`src/assert_macros.svh`:
```
// Assertion macros for the RTL of the audio peak meter.
// No dependencies; each file that asserts includes this header by name.
`ifndef ASSERT_MACROS_SVH
`define ASSERT_MACROS_SVH

// Checks that the consequent holds in the same cycle as the antecedent.
`define APM_ASSERT_NOW(label, clk, rst, ante, cons, msg) \
   label: assert property (@(posedge clk) disable iff (rst) (ante) |-> (cons)) \
      else $error(msg);

// Checks that the consequent holds in the cycle after the antecedent.
`define APM_ASSERT_NEXT(label, clk, rst, ante, cons, msg) \
   label: assert property (@(posedge clk) disable iff (rst) (ante) |=> (cons)) \
      else $error(msg);

`endif

```
`src/apm_pkg.sv`:
```
// Package for the audio peak meter with hold: widths, codes, state and command types.
// No dependencies; used by the controller, the datapath, the root unit and the top level.
package apm_pkg;

   localparam int unsigned FULL_SCALE  = 1000;
   localparam int unsigned LEVEL_W     = 10;
   localparam int unsigned SAMPLE_W    = 32;
   localparam int unsigned REQ_TYPE_W  = 2;
   localparam int unsigned CSR_INDEX_W = 2;
   localparam int unsigned CSR_DATA_W  = 2;

   // floor(1.15 * sqrt(FULL_SCALE * p)) equals isqrt(floor(p * METER_MUL / 2)).
   localparam int unsigned METER_MUL   = (FULL_SCALE * 13225 * 2) / 10000;
   localparam int unsigned METER_SHIFT = 1;
   localparam int unsigned METER_MUL_W = $clog2(METER_MUL + 1);
   localparam int unsigned SQRT_IN_W   = ((LEVEL_W + METER_MUL_W - METER_SHIFT + 1) / 2) * 2;
   localparam int unsigned SQRT_OUT_W  = SQRT_IN_W / 2;

   typedef enum logic [REQ_TYPE_W-1:0] {
      REQ_FRAME = 2'd0,
      REQ_TICK  = 2'd1,
      REQ_CLEAR = 2'd2
   } req_code_type;

   typedef enum logic [CSR_INDEX_W-1:0] {
      CSR_SAMPLE_FORMAT  = 2'd0,
      CSR_STEREO         = 2'd1,
      CSR_RESPONSE_SPEED = 2'd2
   } csr_index_type;

   typedef enum logic [1:0] {
      FMT_INT16 = 2'd0,
      FMT_INT24 = 2'd1,
      FMT_INT32 = 2'd2,
      FMT_FLOAT = 2'd3
   } sample_format_type;

   typedef enum logic [1:0] {
      SPEED_FAST   = 2'd0,
      SPEED_NORMAL = 2'd1,
      SPEED_SLOW   = 2'd2
   } response_speed_type;

   typedef enum logic [2:0] {
      ST_IDLE,
      ST_FRAME_MUL,
      ST_FRAME_MERGE,
      ST_TICK_PREP,
      ST_TICK_SQRT,
      ST_TICK_OUT
   } state_type;

   typedef struct packed {
      logic latch_frame;
      logic frame_mul;
      logic frame_merge;
      logic clear_hold;
      logic tick_prep;
      logic tick_commit;
   } cmd_type;

   typedef struct packed {
      logic sqrt_busy;
   } status_type;

endpackage

```
`src/audio_peak_meter_with_hold.sv`:
```
// Audio peak program meter with peak hold. Each request transaction carries one
// audio frame, a meter tick or a clear of the hold. Frames (16-, 24- or 32-bit
// two's complement, or IEEE single float) are scaled to thousandths of full scale,
// truncated, clipped at 1000 and max-merged into a running peak; silent frames and
// request code three are taken and dropped. A tick returns one response transaction
// with the peak, the bar level floor(1.15*sqrt(1000*peak)) capped at 1000, and the
// updated hold, then decays the peak to 70, 88 or 95 percent. Clear and frame
// requests give no response. A non-silent frame runs through the accepting cycle, a
// multiply stage and a merge stage; a silent frame, a clear or code three ends on
// acceptance; a tick runs the bit-serial square root, which resolves one of its 11
// result bits per cycle. A finished tick result sits in an output register, so new
// requests are taken while it waits; a second tick only stalls in its last cycle if
// the earlier result has still not been taken. Configuration writes go through the
// csr port; the user must do so only while the block is idle; it is not enforced.
// Depends on apm_pkg, apm_ctrl, apm_datapath and assert_macros.svh.
`include "assert_macros.svh"

module audio_peak_meter_with_hold (
   input  logic                               clock,
   input  logic                               reset,
   // Request channel.
   input  logic                               req_valid,
   output logic                               req_ready,
   input  logic [apm_pkg::REQ_TYPE_W-1:0]     req_type,
   input  logic [apm_pkg::SAMPLE_W-1:0]       req_left_sample,
   input  logic [apm_pkg::SAMPLE_W-1:0]       req_right_sample,
   input  logic                               req_silent,
   // Response channel.
   output logic                               rsp_valid,
   input  logic                               rsp_ready,
   output logic [apm_pkg::LEVEL_W-1:0]        rsp_peak_level,
   output logic [apm_pkg::LEVEL_W-1:0]        rsp_meter_level,
   output logic [apm_pkg::LEVEL_W-1:0]        rsp_hold_level,
   // Configuration writes.
   input  logic                               csr_we,
   input  logic [apm_pkg::CSR_INDEX_W-1:0]    csr_index,
   input  logic [apm_pkg::CSR_DATA_W-1:0]     csr_wdata
);

   localparam logic [apm_pkg::LEVEL_W-1:0] FS_LEVEL = apm_pkg::LEVEL_W'(apm_pkg::FULL_SCALE);

   apm_pkg::cmd_type    cmd;
   apm_pkg::status_type status;

   // The controller sequences one request transaction at a time and owns the
   // response valid; the datapath holds settings, peak, hold and the result payload.
   apm_ctrl u_ctrl (
      .clock      (clock),
      .reset      (reset),
      .req_valid  (req_valid),
      .req_ready  (req_ready),
      .req_type   (req_type),
      .req_silent (req_silent),
      .rsp_valid  (rsp_valid),
      .rsp_ready  (rsp_ready),
      .status     (status),
      .cmd        (cmd)
   );

   apm_datapath u_datapath (
      .clock            (clock),
      .reset            (reset),
      .cmd              (cmd),
      .status           (status),
      .csr_we           (csr_we),
      .csr_index        (csr_index),
      .csr_wdata        (csr_wdata),
      .req_left_sample  (req_left_sample),
      .req_right_sample (req_right_sample),
      .rsp_peak_level   (rsp_peak_level),
      .rsp_meter_level  (rsp_meter_level),
      .rsp_hold_level   (rsp_hold_level)
   );

   // A tick result is only loaded when the output register is free or draining.
   `APM_ASSERT_NOW(a_commit_needs_room, clock, reset, cmd.tick_commit, !rsp_valid || rsp_ready, "tick result loaded over an untaken response")
   // Every committed tick shows up as a response in the next cycle.
   `APM_ASSERT_NEXT(a_commit_shows_result, clock, reset, cmd.tick_commit, rsp_valid, "committed tick produced no response")
   // While a frame or tick is in flight no new request is taken.
   `APM_ASSERT_NOW(a_busy_blocks_requests, clock, reset, cmd.frame_mul || cmd.frame_merge || cmd.tick_prep || cmd.tick_commit, !req_ready, "request accepted while busy")
   // All reported levels stay within full scale.
   `APM_ASSERT_NOW(a_levels_in_range, clock, reset, rsp_valid, (rsp_peak_level <= FS_LEVEL) && (rsp_meter_level <= FS_LEVEL) && (rsp_hold_level <= FS_LEVEL), "response level above full scale")
   // The bar level is zero exactly when the peak is zero.
   `APM_ASSERT_NOW(a_meter_zero_iff_peak_zero, clock, reset, rsp_valid, (rsp_meter_level == '0) == (rsp_peak_level == '0), "bar level disagrees with zero peak")

endmodule

```
`src/apm_isqrt.sv`:
```
// Bit-serial integer square root, one result bit per clock.
// Depends on apm_pkg for the operand and result widths.
module apm_isqrt (
   input  logic                             clock,
   input  logic                             reset,
   input  logic                             start,
   input  logic [apm_pkg::SQRT_IN_W-1:0]    radicand,
   output logic                             busy,
   output logic [apm_pkg::SQRT_OUT_W-1:0]   root
);

   localparam int unsigned IN_W  = apm_pkg::SQRT_IN_W;
   localparam int unsigned OUT_W = apm_pkg::SQRT_OUT_W;
   localparam int unsigned REM_W = OUT_W + 2;
   localparam int unsigned CNT_W = $clog2(OUT_W + 1);

   logic             busy_ff, busy_in;
   logic [CNT_W-1:0] cnt_ff, cnt_in;
   logic [IN_W-1:0]  rad_ff, rad_in;
   logic [REM_W-1:0] rem_ff, rem_in;
   logic [OUT_W-1:0] root_ff, root_in;
   logic [REM_W-1:0] rem_try;
   logic [REM_W-1:0] trial;

   // The partial remainder stays at most twice the partial root, so its top
   // two bits are free to take the next radicand pair.
   always_comb begin
      rem_try = {rem_ff[REM_W-3:0], rad_ff[IN_W-1 -: 2]};
      trial   = {root_ff[REM_W-3:0], 2'b01};
      busy_in = busy_ff;
      cnt_in  = cnt_ff;
      rad_in  = rad_ff;
      rem_in  = rem_ff;
      root_in = root_ff;
      if (start) begin
         busy_in = 1'b1;
         cnt_in  = CNT_W'(OUT_W);
         rad_in  = radicand;
         rem_in  = '0;
         root_in = '0;
      end else if (busy_ff) begin
         busy_in = (cnt_ff != CNT_W'(1));
         cnt_in  = cnt_ff - CNT_W'(1);
         rad_in  = rad_ff << 2;
         if (rem_try >= trial) begin
            rem_in  = rem_try - trial;
            root_in = {root_ff[OUT_W-2:0], 1'b1};
         end else begin
            rem_in  = rem_try;
            root_in = {root_ff[OUT_W-2:0], 1'b0};
         end
      end
   end

   always_ff @(posedge clock) begin
      if (reset) begin
         busy_ff <= 1'b0;
      end else begin
         busy_ff <= busy_in;
      end
   end

   always_ff @(posedge clock) begin
      cnt_ff  <= cnt_in;
      rad_ff  <= rad_in;
      rem_ff  <= rem_in;
      root_ff <= root_in;
   end

   assign busy = busy_ff;
   assign root = root_ff;

endmodule

```
`src/apm_datapath.sv`:
```
// Datapath of the audio peak meter: settings, sample scaling, peak and hold, tick results.
// Depends on apm_pkg and instantiates apm_isqrt.
module apm_datapath (
   input  logic                               clock,
   input  logic                               reset,
   input  apm_pkg::cmd_type                   cmd,
   output apm_pkg::status_type                status,
   input  logic                               csr_we,
   input  logic [apm_pkg::CSR_INDEX_W-1:0]    csr_index,
   input  logic [apm_pkg::CSR_DATA_W-1:0]     csr_wdata,
   input  logic [apm_pkg::SAMPLE_W-1:0]       req_left_sample,
   input  logic [apm_pkg::SAMPLE_W-1:0]       req_right_sample,
   output logic [apm_pkg::LEVEL_W-1:0]        rsp_peak_level,
   output logic [apm_pkg::LEVEL_W-1:0]        rsp_meter_level,
   output logic [apm_pkg::LEVEL_W-1:0]        rsp_hold_level
);

   localparam int unsigned LEVEL_W  = apm_pkg::LEVEL_W;
   localparam int unsigned SAMPLE_W = apm_pkg::SAMPLE_W;
   localparam int unsigned PROD_W   = SAMPLE_W + $clog2(apm_pkg::FULL_SCALE + 1);
   localparam int unsigned SHAMT_W  = $clog2(PROD_W);
   localparam int unsigned MPROD_W  = LEVEL_W + apm_pkg::METER_MUL_W;
   // Percent scaling is a multiply by the scaled, rounded-up fraction; the error stays
   // below one hundredth for any level, so the floor is exact.
   localparam int unsigned DECAY_S  = $clog2(100 * apm_pkg::FULL_SCALE) + 1;
   localparam int unsigned DPROD_W  = LEVEL_W + DECAY_S;
   localparam logic [DECAY_S-1:0] K_FAST   = DECAY_S'((70 * (1 << DECAY_S) + 99) / 100);
   localparam logic [DECAY_S-1:0] K_NORMAL = DECAY_S'((88 * (1 << DECAY_S) + 99) / 100);
   localparam logic [DECAY_S-1:0] K_SLOW   = DECAY_S'((95 * (1 << DECAY_S) + 99) / 100);
   localparam logic [DECAY_S-1:0] K_HOLD   = DECAY_S'((98 * (1 << DECAY_S) + 99) / 100);
   localparam logic [LEVEL_W-1:0] FS_LEVEL = LEVEL_W'(apm_pkg::FULL_SCALE);
   localparam logic [PROD_W-1:0]  FS_PROD  = PROD_W'(apm_pkg::FULL_SCALE);
   // Exponent at which a float mantissa has its binary point at bit zero.
   localparam logic [7:0]         FLOAT_SHIFT_BASE = 8'd150;

   typedef struct packed {
      logic [SAMPLE_W-1:0] mant;
      logic [SHAMT_W-1:0]  shamt;
      logic                full;
   } chan_info_type;

   // Level = floor(mant * FULL_SCALE / 2^shamt), or full scale when forced.
   function automatic chan_info_type decode(input logic [SAMPLE_W-1:0] word,
                                            input apm_pkg::sample_format_type fmt);
      logic [15:0]   v16;
      logic [23:0]   v24;
      logic [31:0]   v32;
      logic [15:0]   mag16;
      logic [23:0]   mag24;
      logic [7:0]    e;
      logic [23:0]   m;
      logic [7:0]    sh;
      chan_info_type info;
      v16  = word[15:0];
      v24  = word[23:0];
      v32  = word;
      // The negation stays at the sample width, so the most negative code
      // gives a magnitude of exactly half the code range.
      mag16 = v16[15] ? -v16 : v16;
      mag24 = v24[23] ? -v24 : v24;
      e    = word[30:23];
      m    = {1'b0, word[22:0]};
      sh   = '0;
      info = '0;
      unique case (fmt)
         apm_pkg::FMT_INT16: begin
            info.mant  = SAMPLE_W'(mag16);
            info.shamt = SHAMT_W'(15);
         end
         apm_pkg::FMT_INT24: begin
            info.mant  = SAMPLE_W'(mag24);
            info.shamt = SHAMT_W'(23);
         end
         apm_pkg::FMT_INT32: begin
            info.mant  = v32[31] ? -v32 : v32;
            info.shamt = SHAMT_W'(31);
         end
         apm_pkg::FMT_FLOAT: begin
            if (e == 8'hFF) begin
               // Infinity reads full scale; NaN reads as silence.
               info.full = (m == '0);
            end else begin
               if (e == 8'h00) begin
                  e = 8'h01;
               end else begin
                  m[23] = 1'b1;
               end
               if (e >= FLOAT_SHIFT_BASE) begin
                  info.full = 1'b1;
               end else begin
                  sh = FLOAT_SHIFT_BASE - e;
                  if (sh < 8'(PROD_W)) begin
                     info.mant  = SAMPLE_W'(m);
                     info.shamt = sh[SHAMT_W-1:0];
                  end
               end
            end
         end
         default: info = '0;
      endcase
      return info;
   endfunction

   function automatic logic [LEVEL_W-1:0] clip(input logic [PROD_W-1:0]  prod,
                                               input logic [SHAMT_W-1:0] shamt,
                                               input logic               full);
      logic [PROD_W-1:0] shifted;
      shifted = prod >> shamt;
      return (full || shifted > FS_PROD) ? FS_LEVEL : shifted[LEVEL_W-1:0];
   endfunction

   // Settings.
   apm_pkg::sample_format_type fmt_ff, fmt_in;
   logic                       stereo_ff, stereo_in;
   logic [1:0]                 speed_ff, speed_in;

   // Meter state.
   logic [LEVEL_W-1:0] peak_ff, peak_in;
   logic [LEVEL_W-1:0] hold_ff, hold_in;

   // Frame pipeline, one lane per channel.
   chan_info_type      info_ff [2];
   chan_info_type      info_in [2];
   logic [PROD_W-1:0]  prod_ff [2];
   logic [PROD_W-1:0]  prod_in [2];
   logic [LEVEL_W-1:0] lvl [2];
   logic [LEVEL_W-1:0] merged;

   // Tick values.
   logic [DECAY_S-1:0]    keep_k;
   logic [DPROD_W-1:0]    decay_prod;
   logic [DPROD_W-1:0]    hold_prod;
   logic [MPROD_W-1:0]    meter_prod;
   logic [LEVEL_W-1:0]    decay_ff, decay_in;
   logic [LEVEL_W-1:0]    hold98_ff, hold98_in;
   logic [LEVEL_W-1:0]    new_hold;
   logic [LEVEL_W-1:0]    meter_val;
   logic [apm_pkg::SQRT_IN_W-1:0]  radicand;
   logic [apm_pkg::SQRT_OUT_W-1:0] root;
   logic                  sqrt_busy;

   // Result register.
   logic [LEVEL_W-1:0] peak_out_ff, peak_out_in;
   logic [LEVEL_W-1:0] meter_out_ff, meter_out_in;
   logic [LEVEL_W-1:0] hold_out_ff, hold_out_in;

   apm_isqrt u_isqrt (
      .clock    (clock),
      .reset    (reset),
      .start    (cmd.tick_prep),
      .radicand (radicand),
      .busy     (sqrt_busy),
      .root     (root)
   );

   always_comb begin
      fmt_in    = fmt_ff;
      stereo_in = stereo_ff;
      speed_in  = speed_ff;
      if (csr_we) begin
         if (csr_index == apm_pkg::CSR_SAMPLE_FORMAT) begin
            fmt_in = apm_pkg::sample_format_type'(csr_wdata);
         end
         if (csr_index == apm_pkg::CSR_STEREO) begin
            stereo_in = csr_wdata[0];
         end
         if (csr_index == apm_pkg::CSR_RESPONSE_SPEED) begin
            speed_in = csr_wdata;
         end
      end
   end

   always_comb begin
      info_in[0] = info_ff[0];
      info_in[1] = info_ff[1];
      if (cmd.latch_frame) begin
         info_in[0] = decode(req_left_sample, fmt_ff);
         info_in[1] = stereo_ff ? decode(req_right_sample, fmt_ff) : '0;
      end
      for (int i = 0; i < 2; i++) begin
         prod_in[i] = cmd.frame_mul ?
                      {{(PROD_W - SAMPLE_W){1'b0}}, info_ff[i].mant} * FS_PROD : prod_ff[i];
         lvl[i]     = clip(prod_ff[i], info_ff[i].shamt, info_ff[i].full);
      end
      merged = peak_ff;
      if (lvl[0] > merged) begin
         merged = lvl[0];
      end
      if (lvl[1] > merged) begin
         merged = lvl[1];
      end
   end

   always_comb begin
      unique case (speed_ff)
         apm_pkg::SPEED_FAST: keep_k = K_FAST;
         apm_pkg::SPEED_SLOW: keep_k = K_SLOW;
         default:             keep_k = K_NORMAL;
      endcase
      decay_prod = DPROD_W'(peak_ff) * DPROD_W'(keep_k);
      hold_prod  = DPROD_W'(hold_ff) * DPROD_W'(K_HOLD);
      meter_prod = MPROD_W'(peak_ff) * MPROD_W'(apm_pkg::METER_MUL);
      radicand   = apm_pkg::SQRT_IN_W'(meter_prod >> apm_pkg::METER_SHIFT);
      decay_in   = cmd.tick_prep ? decay_prod[DECAY_S +: LEVEL_W] : decay_ff;
      hold98_in  = cmd.tick_prep ? hold_prod[DECAY_S +: LEVEL_W] : hold98_ff;
      new_hold   = (peak_ff > hold_ff) ? peak_ff : hold98_ff;
      meter_val  = (root > apm_pkg::SQRT_OUT_W'(apm_pkg::FULL_SCALE)) ?
                   FS_LEVEL : root[LEVEL_W-1:0];
   end

   always_comb begin
      peak_in      = peak_ff;
      hold_in      = hold_ff;
      peak_out_in  = peak_out_ff;
      meter_out_in = meter_out_ff;
      hold_out_in  = hold_out_ff;
      if (cmd.frame_merge) begin
         peak_in = merged;
      end
      if (cmd.clear_hold) begin
         hold_in = '0;
      end
      if (cmd.tick_commit) begin
         peak_in      = decay_ff;
         hold_in      = new_hold;
         peak_out_in  = peak_ff;
         meter_out_in = meter_val;
         hold_out_in  = new_hold;
      end
   end

   always_ff @(posedge clock) begin
      if (reset) begin
         fmt_ff    <= apm_pkg::FMT_INT16;
         stereo_ff <= 1'b1;
         speed_ff  <= apm_pkg::SPEED_NORMAL;
         peak_ff   <= '0;
         hold_ff   <= '0;
      end else begin
         fmt_ff    <= fmt_in;
         stereo_ff <= stereo_in;
         speed_ff  <= speed_in;
         peak_ff   <= peak_in;
         hold_ff   <= hold_in;
      end
   end

   always_ff @(posedge clock) begin
      info_ff[0]   <= info_in[0];
      info_ff[1]   <= info_in[1];
      prod_ff[0]   <= prod_in[0];
      prod_ff[1]   <= prod_in[1];
      decay_ff     <= decay_in;
      hold98_ff    <= hold98_in;
      peak_out_ff  <= peak_out_in;
      meter_out_ff <= meter_out_in;
      hold_out_ff  <= hold_out_in;
   end

   assign status.sqrt_busy = sqrt_busy;
   assign rsp_peak_level   = peak_out_ff;
   assign rsp_meter_level  = meter_out_ff;
   assign rsp_hold_level   = hold_out_ff;

endmodule

```
`src/apm_ctrl.sv`:
```
// Controller of the audio peak meter: request decode, sequencing and result valid.
// Depends on apm_pkg for the state, command and status types.
module apm_ctrl (
   input  logic                              clock,
   input  logic                              reset,
   input  logic                              req_valid,
   output logic                              req_ready,
   input  logic [apm_pkg::REQ_TYPE_W-1:0]    req_type,
   input  logic                              req_silent,
   output logic                              rsp_valid,
   input  logic                              rsp_ready,
   input  apm_pkg::status_type               status,
   output apm_pkg::cmd_type                  cmd
);

   apm_pkg::state_type   state_ff, state_in;
   apm_pkg::req_code_type req_code;
   logic                 rsp_valid_ff, rsp_valid_in;
   logic                 out_free;

   assign req_code = apm_pkg::req_code_type'(req_type);
   assign out_free = !rsp_valid_ff || rsp_ready;

   always_comb begin
      state_in = state_ff;
      unique case (state_ff)
         apm_pkg::ST_IDLE: begin
            if (req_valid) begin
               unique case (req_code)
                  apm_pkg::REQ_FRAME: begin
                     if (!req_silent) begin
                        state_in = apm_pkg::ST_FRAME_MUL;
                     end
                  end
                  apm_pkg::REQ_TICK: state_in = apm_pkg::ST_TICK_PREP;
                  default:           state_in = apm_pkg::ST_IDLE;
               endcase
            end
         end
         apm_pkg::ST_FRAME_MUL:   state_in = apm_pkg::ST_FRAME_MERGE;
         apm_pkg::ST_FRAME_MERGE: state_in = apm_pkg::ST_IDLE;
         apm_pkg::ST_TICK_PREP:   state_in = apm_pkg::ST_TICK_SQRT;
         apm_pkg::ST_TICK_SQRT: begin
            if (!status.sqrt_busy) begin
               state_in = apm_pkg::ST_TICK_OUT;
            end
         end
         apm_pkg::ST_TICK_OUT: begin
            if (out_free) begin
               state_in = apm_pkg::ST_IDLE;
            end
         end
         default: state_in = apm_pkg::ST_IDLE;
      endcase
   end

   always_comb begin
      cmd       = '0;
      req_ready = 1'b0;
      unique case (state_ff)
         apm_pkg::ST_IDLE: begin
            req_ready       = 1'b1;
            cmd.latch_frame = req_valid && (req_code == apm_pkg::REQ_FRAME) && !req_silent;
            cmd.clear_hold  = req_valid && (req_code == apm_pkg::REQ_CLEAR);
         end
         apm_pkg::ST_FRAME_MUL:   cmd.frame_mul   = 1'b1;
         apm_pkg::ST_FRAME_MERGE: cmd.frame_merge = 1'b1;
         apm_pkg::ST_TICK_PREP:   cmd.tick_prep   = 1'b1;
         apm_pkg::ST_TICK_OUT:    cmd.tick_commit = out_free;
         default:                 cmd = '0;
      endcase
   end

   always_comb begin
      rsp_valid_in = rsp_valid_ff && !rsp_ready;
      if (cmd.tick_commit) begin
         rsp_valid_in = 1'b1;
      end
   end

   always_ff @(posedge clock) begin
      if (reset) begin
         state_ff     <= apm_pkg::ST_IDLE;
         rsp_valid_ff <= 1'b0;
      end else begin
         state_ff     <= state_in;
         rsp_valid_ff <= rsp_valid_in;
      end
   end

   assign rsp_valid = rsp_valid_ff;

endmodule

```
`config.mk`:
```
export PLATFORM = sky130hd
export DESIGN_NAME = audio_peak_meter_with_hold
export DESIGN_NICKNAME = d
export VERILOG_FILES = /design/src/apm_pkg.sv /design/src/audio_peak_meter_with_hold.sv /design/src/apm_isqrt.sv /design/src/apm_datapath.sv /design/src/apm_ctrl.sv
export VERILOG_INCLUDE_DIRS = /design/src /design/src/src
export SDC_FILE = /design/constraint.sdc
export NUM_CORES = 2
export LEC_CHECK = 0
export BUFFER_PORTS_ARGS = -buffer_cell sky130_fd_sc_hd__buf_2
export CAP_MARGIN = 20
export CORE_MARGIN = 2
export CORE_UTILIZATION = 55
export DETAILED_ROUTE_END_ITERATION = 8
export PLACE_DENSITY = 0.74
export SYNTH_ARGS = -nofsm -noshare
export SYNTH_HDL_FRONTEND = slang
export SYNTH_SLANG_ARGS = --single-unit
export TNS_END_PERCENT = 30
```
`constraint.sdc`:
```
create_clock -name clock -period 7.5 [get_ports clock]
set_input_delay 0.375 -clock clock [delete_from_list [all_inputs] [get_ports clock]]
set_output_delay 0.375 -clock clock [all_outputs]
set_load 0.01 [all_outputs]
```
==> flow_summary_export.csv <==
group,metric,value,unit
run_status,status,"finished clean",
sta,setup_viol,0,
power_and_ir_drop,power,7480,µW
synth,yosysSeqAreaShare,21.6,%
layout,drive_gt1_share,11.0,%
power_and_ir_drop,switching_share,38.3,%
power_and_ir_drop,p_int,4620,µW
floorplan,ios,108,
grt,overflow,0,
power_and_ir_drop,p_sw,2860,µW
place,gp_congestion,0.909,
floorplan,fp.dieW,263,µm
drt,first_iter_violations,1791,
worst_setup_path,crit_type,"reg -> reg",
drt,dr.pass1.iters,6,
place,dp_cells,4468,
clock_tree,cts_buffers,36,
place,dp_slack,0.354,ns
clock_tree,htreeDepth,2,
sta,fin_ws,0.561,ns
synth,synth_edf_count,227,
synth,yosysUniqueCellTypes,89,
clock_tree,cts.sinks,284,
clock_tree,cts_tree,"done",
grt,antenna_found_initial,1,
power_and_ir_drop,powerDensity,189,mW/mm²
clock_tree,clkLatencyLatePin,0.56,ns
drt,drc,0,
job,maxCapViolations,0,
sta,timing.fmax,0.144,GHz
synth,synth_area_per_cell,10.3,µm²
layout,nets,4563,
sta,finalClockSkew,0.0268,ns
floorplan,rows,94,
drt,wl_per_cell,18.6,µm
worst_hold_path,min_path_cells,3,
power_and_ir_drop,clkPwrFrac,22.9,%
drt,via_per_inst,6.03,
sta,min_period,6.94,ns
power_and_ir_drop,p_seq_share,28.9,%
sta,maxSlewViolCount,0,
grt,grt_pass1_vias,27200,
drt,wirelength,84500,µm
place,hpwl,67400,µm
clock_tree,holdBufCountCts,0,
floorplan,dieArea,0.0690,mm²
floorplan,core,0.0660,mm²
power_and_ir_drop,leakagePower,0.0174,µW
grt,grt_max_degree,79,
grt,grt_first_pass_wirelength,141000,µm
synth,ys_warn_count,0,
layout,final_common_cell,"ha_1",
worst_setup_path,arrival,7.44,ns
worst_setup_path,rrSetupSlack,0.56,ns
sta,relSlewSlack,23.8,%
worst_setup_path,cpMaxStageDelayCell,"mux4_2",
worst_setup_path,rr_worst_depth,27,
sta,fin_tns_setup,0,ns
grt,track_usage,24.8,%
sta,hold_violations,0,
clock_tree,cts-root-buf,"clkbuf_16",
drt,vias,27400,
worst_setup_path,crit_path_max_incr_delay,0.64,ns
worst_setup_path,crit_fanout,49,
synth,synth_seq_cells,284,
floorplan,initial_core_util,55.8,%
synth,syn_area,0.0368,mm²
worst_hold_path,min_path_type,"in -> reg",
synth,syn_inst,3562,
clock_tree,path_clk_slew,0.06,ns
power_and_ir_drop,combPwrFrac,48.2,%
layout,layout_common_cells,"ha_1, fa_1, inv_1",
sta,fin_crit_sh,92.5,%
layout,post-route-util,59.9,%
worst_setup_path,required,8.00,ns
place,io_buffers,107,
synth,synth-main-ff-cell,"edfxtp_1",
sta,rsz0062_at_grt,"false",
layout,fillers,5475,
floorplan,die_y,263,µm
worst_setup_path,cp-end-kind,"register",
layout,layoutNonFillerInstCount,4538,
synth,synthArstFlopShare,0,%
sta,worst_pin_slew,1.11,ns
worst_setup_path,start_kind,"register",
drt,drtAntennaViolNets,0,
power_and_ir_drop,ir_drop,0.127,mV
layout,area_growth,7.45,%
clock_tree,clock_path_buffers,3,
[registers in the layout, indices dropped and copies added, names as in the netlist, 10 cells and up]
| register | count |
|---|---|
| u_datapath.hold98_ff | 10 |
| u_datapath.hold_ff | 10 |
| u_datapath.peak_ff | 10 |
| u_datapath.prod_ff | 78 |
| u_datapath.rsp_meter_level | 10 |
| u_datapath.decay_ff | 10 |
| u_datapath.u_isqrt.root | 11 |
| u_datapath.info_ff | 78 |
| u_datapath.u_isqrt.rem_ff | 11 |
| u_datapath.rsp_peak_level | 10 |
| u_datapath.rsp_hold_level | 10 |
| u_datapath.u_isqrt.rad_ff | 22 |
[synth_stat cells (68+ instances only)]
master / count / area (µm²)
o21ai_0: 165 / 826
nor2_1: 222 / 833
ha_1: 445 / 5570
edfxtp_1: 227 / 6820
nand2_1: 230 / 863
inv_1: 360 / 1350
mux2i_1: 68 / 681
xnor2_1: 93 / 815
a21oi_1: 206 / 1030
clkbuf_1: 83 / 312
mux4_2: 91 / 2050
fa_1: 395 / 7910
nor3_1: 84 / 420
[per-layer routing]
metal | share of wire [%] | wire length [µm] | up-vias | global-route usage [%]
li1 | - | - | 13000 | -
met1 | 45 | 37800 | 13500 | 34.5
met2 | 47 | 39900 | 765 | 40.8
met3 | 5.2 | 4380 | 146 | 3.09
met4 | 2.8 | 2340 | 0 | 7.16
met5 | 0 | 0 | - | 0
[power groups by stage]
stage	Combinational (µW)	Sequential, µW	Clock [µW]
floorplan	2790	2140	0
detailed placement	3570	2190	0
global route	4090	2180	1810
global placement	3480	2180	0
CTS	3600	2160	1760
finish	3600	2160	1720
[worst max-delay path, delay by kind of cell (launching register included)]
family,cells,cell delay (ns)
fa+ha+maj,2,0.58
simple gates,7,1.48
flops,1,0.38
mux,3,1.33
buf+inv,3,0.73
compound gates,12,2.38
[final cells by class]
class / count / area, µm² / share of cell area (%)
Clock buffer: 44 / 962 / 2.43
Tap cell: 864 / 1080 / 2.73
Sequential cell: 284 / 7960 / 20.1
Timing Repair Buffer: 164 / 988 / 2.50
Multi-Input combinational cell: 2796 / 27000 / 68.3
Clock inverter: 20 / 191 / 0.484
Inverter: 365 / 1370 / 3.46
Antenna cell: 1 / 2.50 / 0.00633
[per-stage QoR]
step / hold slack, ns / area, µm²
after floorplan: 0.457 / 36800
after global placement: 0.467 / 38300
after detailed placement: 0.485 / 38300
after CTS: 0.0919 / 39500
after global routing: 0.121 / 39500
final: 0.131 / 39500
[worst paths after layout]
| path | start | endpoint |
|---|---|---|
| worst max-delay path | u_datapath.info_ff[0][1] | u_datapath.peak_ff[1] |
| worst min register to register | u_datapath.u_isqrt.rem_ff[10] | u_datapath.u_isqrt.rem_ff[10] |
| worst max register to register | u_datapath.info_ff[0][1] | u_datapath.peak_ff[1] |
| worst min-delay path | csr_wdata[1] | u_datapath.speed_ff[1] |
[kinds of logic after synthesis]
family | after synthesis | share of synthesized area [%]
mux | 196 | 8.55
other cells | 2 | 0.0204
simple gates | 865 | 11.5
xor+xnor | 142 | 3.38
fa+ha+maj | 840 | 36.6
buf+inv | 486 | 5.11
flops | 284 | 21.6
compound gates | 747 | 13.2
[repair_timing]
item	4_1_cts	5_1_grt
buffers inserted	0	5
setup endpoints to repair	0	6
gates resized for setup	0	1
Note: power is estimated with default switching activity, not from simulation.
